**config.mk**
```make
export PLATFORM = sky130hd
export DESIGN_NAME = wpd_queue
export DESIGN_NICKNAME = d
export VERILOG_FILES = /design/src/sv/wpd_pkg.sv /design/src/sv/wpd_queue.sv
export SDC_FILE = /design/constraint.sdc
export NUM_CORES = 1
export LEC_CHECK = 0
export BUFFER_PORTS_ARGS = -buffer_cell sky130_fd_sc_hd__buf_2
export CAP_MARGIN = 25
export CORE_ASPECT_RATIO = 0.8
export CORE_MARGIN = 10
export CORE_UTILIZATION = 50
export DETAILED_ROUTE_END_ITERATION = 7
export PLACE_DENSITY_LB_ADDON = 0.3
export SYNTH_ARGS = -nofsm -noshare
export SYNTH_HDL_FRONTEND = slang
export SYNTH_SLANG_ARGS = --single-unit
```
**constraint.sdc**
```tcl
create_clock -name i_clk -period 10.58 [get_ports i_clk]
set_input_delay 1.058 -clock i_clk [delete_from_list [all_inputs] [get_ports i_clk]]
set_output_delay 1.058 -clock i_clk [all_outputs]
set_load 0.005 [all_outputs]
```
**src/sv/wpd_pkg.sv**
```systemverilog
// Shared types, constants and helpers for the weighted pressure diffusion stencil.
package wpd_pkg;

    localparam int MAX_WIDTH = 512;
    localparam int COL_W     = $clog2(MAX_WIDTH);
    localparam int RW_W      = 10;
    localparam int MQ_DEPTH  = 4;
    localparam int MQ_AW     = $clog2(MQ_DEPTH);
    localparam int OQ_DEPTH  = 8;
    localparam int OQ_AW     = $clog2(OQ_DEPTH);

    localparam logic [15:0]     FLOW_ONE    = 16'd32768;
    localparam logic [RW_W-1:0] WIDTH_RESET = RW_W'(MAX_WIDTH);

    localparam logic OP_CELL  = 1'b0;
    localparam logic OP_DRAIN = 1'b1;

    typedef struct packed {
        logic               op;
        logic signed [31:0] pres_in;
        logic        [15:0] flow_in;
        logic signed [31:0] dir_x_in;
        logic signed [31:0] dir_y_in;
    } t_in_item;

    typedef struct packed {
        logic signed [31:0] pres_out;
        logic signed [31:0] dir_x_out;
        logic signed [31:0] dir_y_out;
        logic               saturated;
        logic               frame_end;
    } t_out_item;

    typedef struct packed {
        logic signed [32:0] d_l;
        logic signed [32:0] d_r;
        logic signed [32:0] d_u;
        logic signed [32:0] d_d;
        logic        [15:0] f_l;
        logic        [15:0] f_r;
        logic        [15:0] f_u;
        logic        [15:0] f_d;
        logic signed [31:0] cp;
        logic        [15:0] cf;
        logic signed [31:0] dx;
        logic signed [31:0] dy;
        logic               frame_end;
    } t_work;

    typedef struct packed {
        logic signed [31:0] pres;
        logic        [15:0] flow;
        logic signed [31:0] dx;
        logic signed [31:0] dy;
    } t_center;

    typedef struct packed {
        logic signed [31:0] pres;
        logic        [15:0] flow;
    } t_upper;

    // {clipped, value}
    function automatic logic [32:0] sat32(input logic signed [39:0] v);
        logic [32:0] r;
        if (v > 40'sd2147483647) begin
            r = {1'b1, 32'h7FFF_FFFF};
        end else if (v < -40'sd2147483648) begin
            r = {1'b1, 32'h8000_0000};
        end else begin
            r = {1'b0, v[31:0]};
        end
        return r;
    endfunction

endpackage

```
**src/sv/wpd_queue.sv**
```systemverilog
// Short queue of classified work between front and back.
module wpd_queue (
    input  logic           i_clk,
    input  logic           i_rst_n,
    input  logic           i_push,
    input  wpd_pkg::t_work i_data,
    output logic           o_full,
    input  logic           i_pop,
    output logic           o_empty,
    output wpd_pkg::t_work o_data
);
    import wpd_pkg::*;

    t_work            r_mem [MQ_DEPTH];
    logic [MQ_AW-1:0] r_wp, r_rp;
    logic [MQ_AW:0]   r_cnt;
    logic             wr, rd;

    assign o_full  = (r_cnt == (MQ_AW+1)'(MQ_DEPTH));
    assign o_empty = (r_cnt == '0);
    assign o_data  = r_mem[r_rp];
    assign wr      = i_push && !o_full;
    assign rd      = i_pop && !o_empty;

    always_ff @(posedge i_clk) begin
        if (!i_rst_n) begin
            r_wp  <= '0;
            r_rp  <= '0;
            r_cnt <= '0;
        end else begin
            if (wr) begin
                r_wp <= r_wp + MQ_AW'(1);
            end
            if (rd) begin
                r_rp <= r_rp + MQ_AW'(1);
            end
            r_cnt <= r_cnt + (MQ_AW+1)'(wr) - (MQ_AW+1)'(rd);
        end
    end

    always_ff @(posedge i_clk) begin
        if (wr) begin
            r_mem[r_wp] <= i_data;
        end
    end

endmodule

```
==> impl_results.md <==
* Status: completed
* Post-Syn Instances at 1,665
* Ratio of cells with drive above 1 in the final layout at 0.454
* Fin crit share at 0.493
* Netlist cell types at 22
* Final ANT Viol Nets at 0
* Commonest non-fill, non-tap cells in the layout: edfxtp_1, buf_2, mux4_2
* Reg2Reg Depth at 5
* Reg-to-reg setup timing slack at 6.60 ns
* Total Power at 12,500 uW
* Post-DP HPWL at 60,600 um
* RSZ-0062 raised after global routing: no
* Final hold viol count at 0
* Worst Path Max Fanout at 117
* Register area share after synthesis at 0.829
* Total of max-cap violations at 0
* FF-to-FF End: r_mem[2][215]
* Most common cell after layout, fill and taps aside: edfxtp_1
* Cell count after placement at 3,435
* Initial antenna violation count at 47
* Worst VDD drop at 176 uV
* Fill count at 6,207
* Leakage power at 0.0175 uW
* Post-CTS Setup Bufs at 0
* Cts hold-fix bufs at 0
* Share of synthesized cell area in full adder, half adder and majority cells at 0.00211
* Die area at 102,000 um2
* Ys Warns at 0
* Total Wirelength at 96,200 um
* Nets at 2,671
* First-pass GRT wire length at 141,000 um
* Syn Nets at 1,985
* Reg clk slew, reported paths at 0.06 ns
* Number of DRC markers in iteration 0 at 1,536
* Cts repair resizes at 0
* FMAX at 192 MHz
* Pin count of the biggest net entering global routing at 166
* DR vias at 20.3k
* Synthesis-to-finish area growth at 18.3%
* WS Path Type: reg -> out
* Sum of negative setup slack at 0 ns
* Simple-Gate Fraction of Synth Area at 0.00242
* Largest family of logic cells by synthesized area: multiplexers
* PortBufs at 623
* CTS Buf Count at 113
* Initial Utilization at 0.504
* Reg-to-reg startpoint: r_cnt[2]
* Setup ws final at 5.37 ns
* Slew Limit Fails at 0
* DRC at 0
* Number of standard cells in the final layout excluding fillers at 3,668
* Wire per inst at 26.2 um
* Longest Clk Path Bufs at 3
* CTS tree: yes
* Gr usage total at 0.184
* I/O Pins at 624
* H-tree depth at 3
* Worst skew pair latency at 0.70 ns
* Mux contribution to synthesized area at 0.155
* Root buf cell: clkbuf_16
* Rows at 98
* WHS Endpoint: r_rp[0]
* Grt ovf at 0
* Critical path launch point type: flip-flop
* Chip Width at 355 um
* Worst-Margin Slew at 1.38 ns
* Worst hold start: r_rp[0]
* Setup Skew at 0.0429 ns
* Syn Area/Cell at 27.0 um2
* Complex-gate fraction of the synthesized area at 0.000501
* Final GP Congestion at 0.812
* Core Footprint at 89,300 um2
* XOR/XNOR Fraction of Synth Area at 0.000390
* Clock tree sinks at 1,245
* Critical path arrival at 4.16 ns
* Clock period minus worst slack at 5.21 ns
* Number of global-route vias before repair at 21.7k
* Synth Cell Area at 45,000 um2
* Pre-antenna DRT Iters at 5
* DR vias/cell at 5.54
* Yosys reg bits at 1,245
* PwrDens at 235 nW/um2
* CP Capture Type: output port
* Die Height at 288 um
* Rel. slew slack at 0.0787
* Min-Delay Path Class: reg -> reg
* Final Setup Violations at 0
* Place WS at 5.94 ns
* Required time of the critical path at 9.52 ns
* Hold Path Depth at 2
==> critical path, cell delays in order, from the launching register on <==
cell	delay, ns
dfxtp_4	0.89
buf_12	0.67
buf_4	0.84
mux4_2	0.63
buf_2	0.16
==> per-layer routing <==
metal  part of all wire  vias to the layer above  global-route usage
met3              0.091                      182              0.0673
met4              0.024                       46              0.0573
met5             0.0029                        -                   0
li1                   -                     8666                   -
met1               0.37                    10701               0.226
met2               0.51                      725               0.305
==> sequential cells by signal, summed over array words and instances (netlist names), named ones only <==
register,cells
r_rp,2
r_mem,1236
r_wp,2
r_cnt,3
==> synthesized netlist by cell type <==
| cell type | count | share of area |
|---|---|---|
| fa_1 | 1 | 0.00045 |
| buf_1 | 17 | 0.0014 |
| mux4_2 | 309 | 0.15 |
| edfxtp_1 | 1236 | 0.83 |
| nor2b_1 | 2 | 0.00028 |
| dfxtp_1 | 9 | 0.0040 |
| clkbuf_1 | 8 | 0.00067 |
| or3_1 | 1 | 0.00014 |
| ha_1 | 6 | 0.0017 |
| buf_6 | 11 | 0.0028 |
| or4bb_1 | 1 | 0.00025 |
| buf_2 | 22 | 0.0024 |
| mux2i_1 | 2 | 0.00045 |
| nor3b_1 | 1 | 0.00017 |
| nor3_1 | 1 | 0.00011 |
| inv_1 | 6 | 0.00050 |
| xnor2_1 | 2 | 0.00039 |
| o21ai_0 | 3 | 0.00033 |
| a21boi_0 | 1 | 0.00017 |
| and2_1 | 7 | 0.00097 |
| nand2_1 | 6 | 0.00050 |
| buf_4 | 13 | 0.0022 |
==> final cells by class <==
class                      count  area [um2]  share of cell area
clock buffer                 148        3000              0.0564
multi-input combinational    343        7230               0.136
inverter                       6        22.5            0.000424
clock inverter                62         659              0.0124
antenna                       22        55.1             0.00104
sequential                  1245       37300               0.702
timing repair buffer         642        3400              0.0640
tap                         1200        1500              0.0282
==> power by group <==
| part | total [uW] | internal [uW] | switching [uW] | leakage, uW |
|---|---|---|---|---|
| combinational | 2430 | 1160 | 1260 | 0.00435 |
| sequential | 6130 | 5990 | 148 | 0.0114 |
| clock | 3960 | 2250 | 1710 | 0.00176 |
==> stage by stage <==
stage / hold WS (ns) / utilization / area (um2)
after CTS: 0.501 / 0.595 / 53100
after global routing: 0.518 / 0.595 / 53100
after detailed placement: 0.497 / 0.554 / 49400
after global placement: 0.473 / 0.553 / 49400
final: 0.502 / 0.596 / 53200
after floorplan: 0.461 / - / 45000
==> cell families after synthesis <==
logic type | count (synthesis)
xor gates and xnor gates | 2
buffers and inverters | 77
muxes | 311
adders and majority gates | 7
DFF | 1245
AOI/OAI and AO/OA | 4
and+or+nand+nor | 19
==> worst max-delay path by stage <==
stage                   to  slack [ns]  depth (start not counted)
2_1_floorplan  r_mem[0][0]        1.43                          3
4_1_cts        o_data[148]        5.18                          4
6_report       o_data[148]        5.37                          4
5_1_grt        o_data[148]        4.89                          4
3_5_place_dp   o_data[148]        5.94                          4
3_3_place_gp   o_data[144]        5.89                          4
(Power assumes the default switching activity.)
